## config.mk

```make
export PLATFORM = sky130hd
export DESIGN_NAME = handle_slot_table_core
export DESIGN_NICKNAME = d
export VERILOG_FILES = /design/src/hst_pkg.sv /design/src/handle_slot_table_core.sv /design/src/hst_ram.sv /design/src/hst_ctrl.sv /design/src/hst_dpath.sv
export SDC_FILE = /design/constraint.sdc
export NUM_CORES = 2
export LEC_CHECK = 0
export BUFFER_PORTS_ARGS = -buffer_cell sky130_fd_sc_hd__buf_2
export CORE_MARGIN = 4
export CORE_UTILIZATION = 52
export CTS_BUF_LIST = sky130_fd_sc_hd__clkbuf_4 sky130_fd_sc_hd__clkbuf_8
export DETAILED_ROUTE_END_ITERATION = 7
export HOLD_SLACK_MARGIN = 0.02
export PLACE_DENSITY = 0.65
export SLEW_MARGIN = 5
export SYNTH_ARGS = -nofsm -noshare
export SYNTH_HDL_FRONTEND = slang
export SYNTH_HIERARCHICAL = 1
export SYNTH_SLANG_ARGS = --single-unit
```

## constraint.sdc

```tcl
create_clock -name clk -period 17.9 [get_ports clk]
set_input_delay 1.79 -clock clk [delete_from_list [all_inputs] [get_ports clk]]
set_output_delay 1.79 -clock clk [all_outputs]
set_load 0.005 [all_outputs]
```

## src/hst_pkg.sv

```systemverilog
// Package for the handle slot table: sizes, operation and status codes,
// controller state type, command struct and bitmap search functions.
// No dependencies.
package hst_pkg;

  localparam int SLOTS       = 64;
  localparam int ENTRY_WIDTH = 64;
  localparam int SLOT_W      = $clog2(SLOTS);
  localparam int IDX_W       = 6;
  localparam int DATA_W      = 64;
  localparam int LIMIT_W     = 7;
  localparam logic [LIMIT_W-1:0] LIMIT_RESET = LIMIT_W'(64);

  typedef enum logic [1:0] {
    MODE_ADD      = 2'd0,
    MODE_REMOVE   = 2'd1,
    MODE_RETRIEVE = 2'd2,
    MODE_NOP      = 2'd3
  } mode_t;

  typedef enum logic [1:0] {
    ST_OK       = 2'd0,
    ST_NO_FREE  = 2'd1,
    ST_BAD_SLOT = 2'd2
  } status_t;

  typedef enum logic [1:0] {
    S_IDLE,
    S_EXEC,
    S_FINISH
  } state_t;

  typedef struct packed {
    logic capture;
    logic exec;
    logic load;
  } hst_cmd_t;

  function automatic logic [SLOT_W-1:0] lowest_set(input logic [SLOTS-1:0] vec);
    logic [SLOT_W-1:0] pos;
    pos = '0;
    for (int i = SLOTS - 1; i >= 0; i--) begin
      if (vec[i]) begin
        pos = SLOT_W'(i);
      end
    end
    return pos;
  endfunction

  function automatic logic [SLOT_W-1:0] highest_set(input logic [SLOTS-1:0] vec);
    logic [SLOT_W-1:0] pos;
    pos = '0;
    for (int i = 0; i < SLOTS; i++) begin
      if (vec[i]) begin
        pos = SLOT_W'(i);
      end
    end
    return pos;
  endfunction

endpackage

```

## src/handle_slot_table_core.sv

```systemverilog
// Top level of the handle slot table: joins controller and datapath.
// Depends on hst_pkg, hst_ctrl, hst_dpath.
//
// Usage:
//   Input channel in_valid/in_ready carries mode, slot_index and entry_data.
//   Output channel out_valid/out_ready carries status, assigned_slot,
//   read_data, found, table_empty and highest_used, one result per item.
//   cfg_wr_en/cfg_wr_data write the slot limit; write only while idle.
// Sequence:
//   An accepted item passes through execute (bitmap search and update,
//   store write or read) and then finish (highest-used search, result
//   load); the result is registered at the end of finish. A new item is
//   taken in the finish cycle, as the last result loads, not during execute.
// Reset:
//   rst clears the used bitmap and sets the slot limit to 64. The store is
//   not cleared; entries are read only after they are written.
// Stall:
//   While a result waits unaccepted the next item may still be executed;
//   it then holds in finish and in_ready stays low until out_ready frees
//   the output register.
module handle_slot_table_core (
  input  logic                        clk,
  input  logic                        rst,
  input  logic                        in_valid,
  output logic                        in_ready,
  input  logic [1:0]                  mode,
  input  logic [hst_pkg::IDX_W-1:0]   slot_index,
  input  logic [hst_pkg::DATA_W-1:0]  entry_data,
  output logic                        out_valid,
  input  logic                        out_ready,
  output logic [1:0]                  status,
  output logic [hst_pkg::IDX_W-1:0]   assigned_slot,
  output logic [hst_pkg::DATA_W-1:0]  read_data,
  output logic                        found,
  output logic                        table_empty,
  output logic [hst_pkg::IDX_W-1:0]   highest_used,
  input  logic                        cfg_wr_en,
  input  logic [hst_pkg::LIMIT_W-1:0] cfg_wr_data
);

  hst_pkg::hst_cmd_t cmd;

  hst_ctrl u_ctrl (
    .clk      (clk),
    .rst      (rst),
    .in_valid (in_valid),
    .in_ready (in_ready),
    .out_valid(out_valid),
    .out_ready(out_ready),
    .cmd      (cmd)
  );

  hst_dpath u_dpath (
    .clk          (clk),
    .rst          (rst),
    .cmd          (cmd),
    .cfg_wr_en    (cfg_wr_en),
    .cfg_wr_data  (cfg_wr_data),
    .mode         (mode),
    .slot_index   (slot_index),
    .entry_data   (entry_data),
    .status       (status),
    .assigned_slot(assigned_slot),
    .read_data    (read_data),
    .found        (found),
    .table_empty  (table_empty),
    .highest_used (highest_used)
  );

endmodule

```

## src/hst_ram.sv

```systemverilog
// Generic single-write, single-read RAM with registered read data.
// No dependencies.
module hst_ram #(
  parameter int WIDTH = 64,
  parameter int DEPTH = 64
) (
  input  logic                     clk,
  input  logic                     we,
  input  logic [$clog2(DEPTH)-1:0] waddr,
  input  logic [WIDTH-1:0]         wdata,
  input  logic [$clog2(DEPTH)-1:0] raddr,
  output logic [WIDTH-1:0]         rdata
);

  logic [WIDTH-1:0] mem [DEPTH];

  always_ff @(posedge clk) begin
    if (we) begin
      mem[waddr] <= wdata;
    end
    rdata <= mem[raddr];
  end

endmodule

```

## src/hst_ctrl.sv

```systemverilog
// Controller for the handle slot table: sequences capture, execute and
// result load, and owns the output valid flag. Depends on hst_pkg.
module hst_ctrl (
  input  logic            clk,
  input  logic            rst,
  input  logic            in_valid,
  output logic            in_ready,
  output logic            out_valid,
  input  logic            out_ready,
  output hst_pkg::hst_cmd_t cmd
);

  hst_pkg::state_t state, state_next;
  logic can_load;

  assign can_load = !out_valid || out_ready;

  always_ff @(posedge clk) begin
    if (rst) begin
      state <= hst_pkg::S_IDLE;
    end else begin
      state <= state_next;
    end
  end

  always_comb begin
    state_next  = state;
    in_ready    = 1'b0;
    cmd.capture = 1'b0;
    cmd.exec    = 1'b0;
    cmd.load    = 1'b0;
    unique case (state)
      hst_pkg::S_IDLE: begin
        in_ready    = 1'b1;
        cmd.capture = in_valid;
        if (in_valid) begin
          state_next = hst_pkg::S_EXEC;
        end
      end
      hst_pkg::S_EXEC: begin
        cmd.exec   = 1'b1;
        state_next = hst_pkg::S_FINISH;
      end
      hst_pkg::S_FINISH: begin
        if (can_load) begin
          cmd.load    = 1'b1;
          in_ready    = 1'b1;
          cmd.capture = in_valid;
          state_next  = in_valid ? hst_pkg::S_EXEC : hst_pkg::S_IDLE;
        end
      end
      default: state_next = hst_pkg::S_IDLE;
    endcase
  end

  always_ff @(posedge clk) begin
    if (rst) begin
      out_valid <= 1'b0;
    end else if (cmd.load) begin
      out_valid <= 1'b1;
    end else if (out_ready) begin
      out_valid <= 1'b0;
    end
  end

endmodule

```

## src/hst_dpath.sv

```systemverilog
// Datapath for the handle slot table: operand capture, used bitmap, slot
// limit register, entry store and output register. Depends on hst_pkg, hst_ram.
module hst_dpath (
  input  logic                            clk,
  input  logic                            rst,
  input  hst_pkg::hst_cmd_t               cmd,
  input  logic                            cfg_wr_en,
  input  logic [hst_pkg::LIMIT_W-1:0]     cfg_wr_data,
  input  logic [1:0]                      mode,
  input  logic [hst_pkg::IDX_W-1:0]       slot_index,
  input  logic [hst_pkg::DATA_W-1:0]      entry_data,
  output logic [1:0]                      status,
  output logic [hst_pkg::IDX_W-1:0]       assigned_slot,
  output logic [hst_pkg::DATA_W-1:0]      read_data,
  output logic                            found,
  output logic                            table_empty,
  output logic [hst_pkg::IDX_W-1:0]       highest_used
);

  logic [hst_pkg::LIMIT_W-1:0]     limit;
  logic [hst_pkg::SLOTS-1:0]       used;
  logic [1:0]                      op_mode;
  logic [hst_pkg::IDX_W-1:0]       op_idx;
  logic [hst_pkg::ENTRY_WIDTH-1:0] op_data;

  hst_pkg::status_t                res_status;
  logic [hst_pkg::IDX_W-1:0]       res_assigned;
  logic                            res_hit;

  logic [hst_pkg::SLOTS-1:0]       free_mask;
  logic                            any_free;
  logic [hst_pkg::SLOT_W-1:0]      free_slot;
  logic [hst_pkg::SLOT_W-1:0]      op_slot;
  logic                            idx_hit;
  logic                            add_go;
  logic [hst_pkg::ENTRY_WIDTH-1:0] ram_rdata;
  logic [hst_pkg::SLOT_W-1:0]      top;

  always_ff @(posedge clk) begin
    if (rst) begin
      limit <= hst_pkg::LIMIT_RESET;
    end else if (cfg_wr_en) begin
      limit <= cfg_wr_data;
    end
  end

  always_ff @(posedge clk) begin
    if (cmd.capture) begin
      op_mode <= mode;
      op_idx  <= slot_index;
      op_data <= hst_pkg::ENTRY_WIDTH'(entry_data);
    end
  end

  always_comb begin
    for (int i = 0; i < hst_pkg::SLOTS; i++) begin
      free_mask[i] = !used[i] && (i != 0) && (i < int'(limit));
    end
  end

  assign any_free  = |free_mask;
  assign free_slot = hst_pkg::lowest_set(free_mask);
  assign op_slot   = hst_pkg::SLOT_W'(op_idx);
  assign idx_hit   = (hst_pkg::LIMIT_W'(op_idx) < limit) &&
                     (int'(op_idx) < hst_pkg::SLOTS) && used[op_slot];
  assign add_go    = cmd.exec && (hst_pkg::mode_t'(op_mode) == hst_pkg::MODE_ADD) &&
                     any_free;

  always_ff @(posedge clk) begin
    if (rst) begin
      used <= '0;
    end else if (cmd.exec) begin
      unique case (hst_pkg::mode_t'(op_mode))
        hst_pkg::MODE_ADD: begin
          if (any_free) begin
            used[free_slot] <= 1'b1;
          end
        end
        hst_pkg::MODE_REMOVE: begin
          if (idx_hit) begin
            used[op_slot] <= 1'b0;
          end
        end
        default: ;
      endcase
    end
  end

  always_ff @(posedge clk) begin
    if (cmd.exec) begin
      res_status   <= hst_pkg::ST_OK;
      res_assigned <= '0;
      res_hit      <= 1'b0;
      unique case (hst_pkg::mode_t'(op_mode))
        hst_pkg::MODE_ADD: begin
          if (any_free) begin
            res_assigned <= hst_pkg::IDX_W'(free_slot);
          end else begin
            res_status <= hst_pkg::ST_NO_FREE;
          end
        end
        hst_pkg::MODE_REMOVE: begin
          if (!idx_hit) begin
            res_status <= hst_pkg::ST_BAD_SLOT;
          end
        end
        hst_pkg::MODE_RETRIEVE: begin
          res_hit <= idx_hit;
        end
        default: ;
      endcase
    end
  end

  hst_ram #(
    .WIDTH(hst_pkg::ENTRY_WIDTH),
    .DEPTH(hst_pkg::SLOTS)
  ) u_store (
    .clk  (clk),
    .we   (add_go),
    .waddr(free_slot),
    .wdata(op_data),
    .raddr(op_slot),
    .rdata(ram_rdata)
  );

  assign top = hst_pkg::highest_set(used);

  always_ff @(posedge clk) begin
    if (cmd.load) begin
      status        <= res_status;
      assigned_slot <= res_assigned;
      found         <= res_hit;
      read_data     <= res_hit ? hst_pkg::DATA_W'(ram_rdata) : '0;
      highest_used  <= hst_pkg::IDX_W'(top);
      table_empty   <= (top == '0);
    end
  end

endmodule

```

# Word level (Yosys, flattened, before mapping)
# Memories as Yosys holds them, arrays and structs flattened. A register that Yosys moved wholly into a read port is not among the register bits.
# Cells that the tools add are included.
totals:
  register_bits: 235
  mem_count: 1
  out_inout_bits: 82
  ramBits: 4096
mem_list:
  columns: ["name", "words", "width", "rd", "rd_clocked_by_memory_dff", "write_ports", "line_no", "text"]
  rows:
  - ["u_dpath.u_store.mem", 64, 64, 1, 1, 1, "hst_ram.sv:15", "logic [WIDTH-1:0] mem [DEPTH];"]
op_classes:
  magnitude_cmp: 68
  n_eq_ne: 8
  n_mux: 152
  n_reduce_logical: 142
  n_bitwise: 3
op_table:
  columns: ["op", "n"]
  rows:
  - ["two-way mux 6 bit", 95]
  - ["< comparator 6 x 7 -> 1 bit (first input constant)", 32]
  - ["two-way mux 64 bit", 2]
  - ["case mux 64 bit (2 select lines)", 1]
  - ["< comparator 5 x 7 -> 1 bit (first input constant)", 16]
  - ["two-way mux 5 bit", 16]
  - ["logical AND 1 bit", 68]
  - ["bitwise AND 64 bit", 1]
  - ["logical NOT 1 bit", 64]
  - ["NOT 64 bit", 1]
  - ["OR 64 bit", 1]
  - ["OR reduction 63 bit", 1]
  - ["< comparator 4 x 7 -> 1 bit (first input constant)", 8]
  - ["two-way mux 4 bit", 8]
  - ["< comparator 3 x 7 -> 1 bit (first input constant)", 4]
  - ["< comparator 2 x 7 -> 1 bit (first input constant)", 2]
  - ["< comparator 6 x 7 -> 1 bit (second input constant)", 2]
  - ["two-way mux 1 bit", 14]
  - ["demux 1 bit (select 6 bit)", 2]
  - ["greater-or-equal comparator 6 x 1 -> 1 bit (second input constant)", 2]
  - ["two-way mux 3 bit", 4]
  - ["two-way mux 2 bit", 5]
  - ["< comparator 1 x 7 -> 1 bit (first input constant)", 1]
  - ["< comparator 6 x 7 -> 1 bit", 1]
  - ["14 further kinds", 22]

# Logic depth before layout (Yosys ltp)
depth:
  ltp_word: 72
  ltp_mapped: 15
  ltp_nobuf: 12

# By module
# The synthesis kept the hierarchy.
modules_own_cells:
  columns: ["mod", "instances", "area_each_um2", "cells_per_inst", "seq_area_each_um2"]
  rows:
  - ["hst_ram", 1, 156348.7, 6598, 124279.2]
  - ["hst_dpath", 1, 11872.6, 1075, 6256.0]
  - ["hst_ctrl", 1, 156.4, 15, 60.1]

# Worst setup path before layout
# No wires, ideal clock.
synth_timing:
  path_kind: "in2reg"
  startpoint: "input port out_ready"
  endpoint: "register u_dpath/op_data[0] in the netlist's numbering (enable)"
  path_slack_ps: 10057
  arrival_time_ps: 7238
  stages: 2
  n_path_buf: 0
  t_required_ps: 17295
  cell_sequence: "and3b_1 -> nor3b_1"
synth_lines:
  columns: ["element", "line_no", "text"]
  rows:
  - ["start: declaration", "handle_slot_table_core.sv:30", "input logic out_ready,"]
  - ["end signal: assignment", "hst_dpath.sv:51", "op_data <= hst_pkg::ENTRY_WIDTH'(entry_data);"]
  - ["end: declaration", "hst_dpath.sv:24", "logic [hst_pkg::ENTRY_WIDTH-1:0] op_data;"]

# Final worst setup path
layout_timing:
  startpoint: "register u_dpath/limit[4] in the netlist's numbering"
  endpoint: "memory u_dpath.u_store.mem[62][36] (enable)"
layout_between:
  elab_chain_len: 65
layout_rtl:
  columns: ["element", "line_no", "text"]
  rows:
  - ["start: declaration", "hst_dpath.sv:20", "logic [hst_pkg::LIMIT_W-1:0] limit;"]
  - ["start signal: assignment", "hst_dpath.sv:41", "limit <= hst_pkg::LIMIT_RESET;"]
  - ["start signal: assignment", "hst_dpath.sv:43", "limit <= cfg_wr_data;"]
  - ["< comparator 6 x 7 -> 1 bit", "hst_dpath.sv:57", "free_mask[i] = !used[i] && (i != 0) && (i < int'(limit));"]
  - ["logical AND 1 bit", "hst_dpath.sv:57", null]
  - ["two-way mux 6 bit (62 in a row)", "hst_pkg.sv:43", "if (vec[i]) begin"]
  - ["two-way mux 6 bit (*)", "hst_pkg.sv:43", null]
  - ["via u_dpath.free_slot (one bit)", "hst_dpath.sv:32", "logic [hst_pkg::SLOT_W-1:0] free_slot;"]
  - ["end: declaration", "hst_ram.sv:15", null]
# The timed path passes the listed nets; every way through them passes the cells marked *.

==> impl_metrics.ini <==
[outcome]
outcome = finished, final reports clean

[sta]
clock-skew-final_ps = 62.8
maxSlewHeadroom = 0.108
finalWorstSetupSlack_ps = 9970
min_period_over_period = 0.443
hold_slack_ps = 416
hold_viol = 0
tightest_slew_ps = 1300
period_needed_ps = 7930
slew_violations = 0
timing.fmax_ghz = 0.126
setup_tns_ps = 0
grt_setup_unrepaired = false
setup_viol = 0

[pwr]
p_per_area_mw_per_mm2 = 110
p_total_mw = 20.8
p_int_mw = 16.1
ir_worst_vdd_uv = 81.0
pwr-share-clk = 0.400
p_switching_mw = 4.67
power.static_leakage_nw = 59.5
switching_share = 0.225
combPwrFrac = 0.052
pwr-share-seq = 0.548

[clock_network]
cts_setup_buffers = 0
cts_root_buffer = clkbuf_8
htreeDepth = 6
cts_tree = built
hold_buffers = 0
cts_made_buffers = 695
clock_latency_ps = 1240
clock-sinks = 4395
cts_resized = 0
clk_path_buf_depth = 4
clk_pin_slew_ps = 50

[yosys]
synth_edf_count = 4257
ys_warn_count = 6
seq_area_frac_synth = 0.776
synth-compound-area-share = 0.0388
synthesis.nets = 7777
synth_top_family_by_area = multiplexers
synth_top_cell_by_area = edfxtp_1
avgSynthCellArea_um2 = 21.9
synth_fa_ha_area_frac = 0.000431
yosys_register_bits = 4395
syn-cell-area_mm2 = 0.168
synth_top_area_frac = 0.759
synthCells = 7688
synthTopCellsByArea = edfxtp_1, mux4_2, dfxtp_1
yosys.cell_types.count = 108
synthArstFlopShare = 0
synth_top_flop_cell = edfxtp_1
synthSimpleGateAreaFrac = 0.0239
synth-xor-area-share = 0
synth.mux.area_fraction = 0.147

[layout]
fill_cells = 23100
nets = 8447
stdcell_area_mm2 = 0.188
fin_util = 0.586
area_growth_pct = 11.9
stdcell_count = 13200
drive_gt1_frac = 0.308

[worst_setup_path]
cp-start-kind = flip-flop
path_max_fanout = 29
end_kind = flip-flop
cp.required_ps = 18700
arrival_ps = 8730
reg2reg_slack_ps = 9970
startpoint = u_dpath/limit[4]$_SDFFE_PP0P_
r2r-start = u_dpath/limit[4]$_SDFFE_PP0P_
reg2reg_depth = 13
critical_path_class = reg2reg
setup.worst_path.end = u_dpath/u_store/mem[62][36]$_DFFE_PP_
regToRegEndpoint = u_dpath/u_store/mem[62][36]$_DFFE_PP_

[min_path]
hp-class = reg2reg
hold_start = u_dpath/res_assigned[1]$_SDFFCE_PN0P_

[floorplanning]
start_util = 0.523
die_h_um = 577
core_region_area_mm2 = 0.322
io-pin-count = 166
fp.dieArea_mm2 = 0.333
dieWidth_um = 577
rows = 208

[detailed_routing]
drc = 0
drt_pass1_iterations = 6
antenna_left = 0
wire_per_inst_um = 35.9
drtIter0Drc = 12500
wl_um = 474000
vias = 87100
vias_per_cell = 6.59

[grt]
grt_pass1_wl_um = 664000
grt_pass1_vias = 86300
grt_max_degree = 99
grt.total_usage = 0.283
antenna_found_initial = 34
overflow = 0

[placement]
dp_hpwl_um = 273000
portBuffers = 165
dpl_cell_area_mm2 = 0.175
pre_cts_ws_ps = 10290
gp_congestion = 0.882
place_inst = 12000

[flow_run]
drv_cap = 0
## registers in the layout, summed over array words and instances, names as in the netlist
register	flops
u_dpath/res_hit	1
u_dpath/assigned_slot	6
u_ctrl/out_valid	1
u_dpath/op_idx	6
u_ctrl/state	2
u_dpath/read_data	64
u_dpath/used	64
u_dpath/highest_used	6
u_dpath/table_empty	1
u_dpath/op_data	64
u_dpath/limit	7
u_dpath/found	1
u_dpath/res_assigned	6
u_dpath/op_mode	2
u_dpath/status	2
u_dpath/u_store/rdata	64
u_dpath/res_status	2
u_dpath/u_store/mem	4096
## worst min path at each step
stage          cells after the start                            endpoint  slack [ps]
3_3_place_gp                       0         u_dpath/status[1]$_DFFE_PP_         400
3_5_place_dp                       0  u_dpath/assigned_slot[1]$_DFFE_PP_         410
5_1_grt                            0  u_dpath/assigned_slot[1]$_DFFE_PP_         420
4_1_cts                            0  u_dpath/assigned_slot[1]$_DFFE_PP_         420
6_report                           0  u_dpath/assigned_slot[1]$_DFFE_PP_         420
2_1_floorplan                      0  u_dpath/assigned_slot[0]$_DFFE_PP_         400
## power by group through the flow
| stage | combinational (mW) | clock, mW | sequential (mW) |
|---|---|---|---|
| final | 1.09 | 8.30 | 11.4 |
| after global routing | 1.14 | 8.94 | 11.4 |
| after CTS | 1.09 | 8.45 | 11.4 |
| after detailed placement | 1.09 | 0 | 11.6 |
| after global placement | 1.07 | 0 | 11.6 |
| after floorplan | 0.566 | 0 | 11.6 |
## worst max-delay path, cell delays in order (launching register included)
cell,delay (ps)
dfxtp_1,960
nor4bb_1,870
a211oi_1,290
nor3_1,240
o21ai_0,150
a21oi_1,250
o21ai_1,220
a21oi_2,730
inv_2,460
nor2b_1,370
nand3_1,800
nor2_4,850
buf_4,500
buf_4,720
## cells by family (layout without fill, tap and decap cells)
group           after synthesis  in the layout
compound gates              882            882
fa+ha+maj                     6              6
buf+inv                     495           1703
flops                      4395           4395
mux                        1186           1186
other cells                   0             13
simple gates                724            724
## cells in the mapped netlist (all sizes together) (6+ instances only)
cell type / n
a211oi: 77
a21boi: 8
a21oi: 86
a22o: 91
a22oi: 171
a2bb2oi: 20
a31oi: 25
a41oi: 26
and2: 74
and3: 70
buf: 265
clkbuf: 180
dfxtp: 138
edfxtp: 4257
inv: 49
mux2: 6
mux2i: 148
mux4: 1032
nand2: 94
nand2b: 24
nand3: 68
nand3b: 11
nand4: 7
nand4b: 6
nor2: 190
nor2b: 32
nor3: 24
nor4: 22
o211ai: 39
o21ai: 91
o221ai: 40
o22ai: 97
o311ai: 36
o31ai: 9
o41ai: 12
or2: 37
or3: 32
or4: 12
## layout by cell type, fill, tap and decap left out, types with 40 or more instances in the layout
master,count
o221ai_1,40
a21oi_1,80
and3_1,70
mux4_2,1032
and2_1,71
clkbuf_4,262
a22oi_1,171
nor2_1,122
buf_2,165
clkbuf_8,733
mux2i_1,148
buf_4,248
a22o_1,91
dfxtp_1,138
edfxtp_1,4257
nor2_4,66
clkinv_1,128
inv_1,46
o22ai_1,95
a211oi_1,76
o21ai_0,52
clkinv_2,52
nand2_1,91
nand3_1,66
## per-layer routing
metal | track usage | part of all wire | wire length (µm)
met1 | 0.412 | 0.38 | 182000
met2 | 0.427 | 0.46 | 218000
met3 | 0.0664 | 0.12 | 56500
met4 | 0.0971 | 0.037 | 17400
met5 | 0.00201 | 0.00022 | 106
## cell type report
| cell class | instances | area (µm²) | area share |
|---|---|---|---|
| Clock buffer | 995 | 12100 | 0.0640 |
| Antenna cell | 13 | 32.5 | 0.000173 |
| Inverter | 50 | 188 | 0.000996 |
| Timing Repair Buffer | 418 | 2790 | 0.0148 |
| Tap cell | 4305 | 5390 | 0.0286 |
| Sequential cell | 4395 | 131000 | 0.693 |
| Multi-Input combinational cell | 2798 | 36000 | 0.191 |
| Clock inverter | 240 | 1430 | 0.00757 |
No activity file was read; power rests on OpenSTA's default activity.
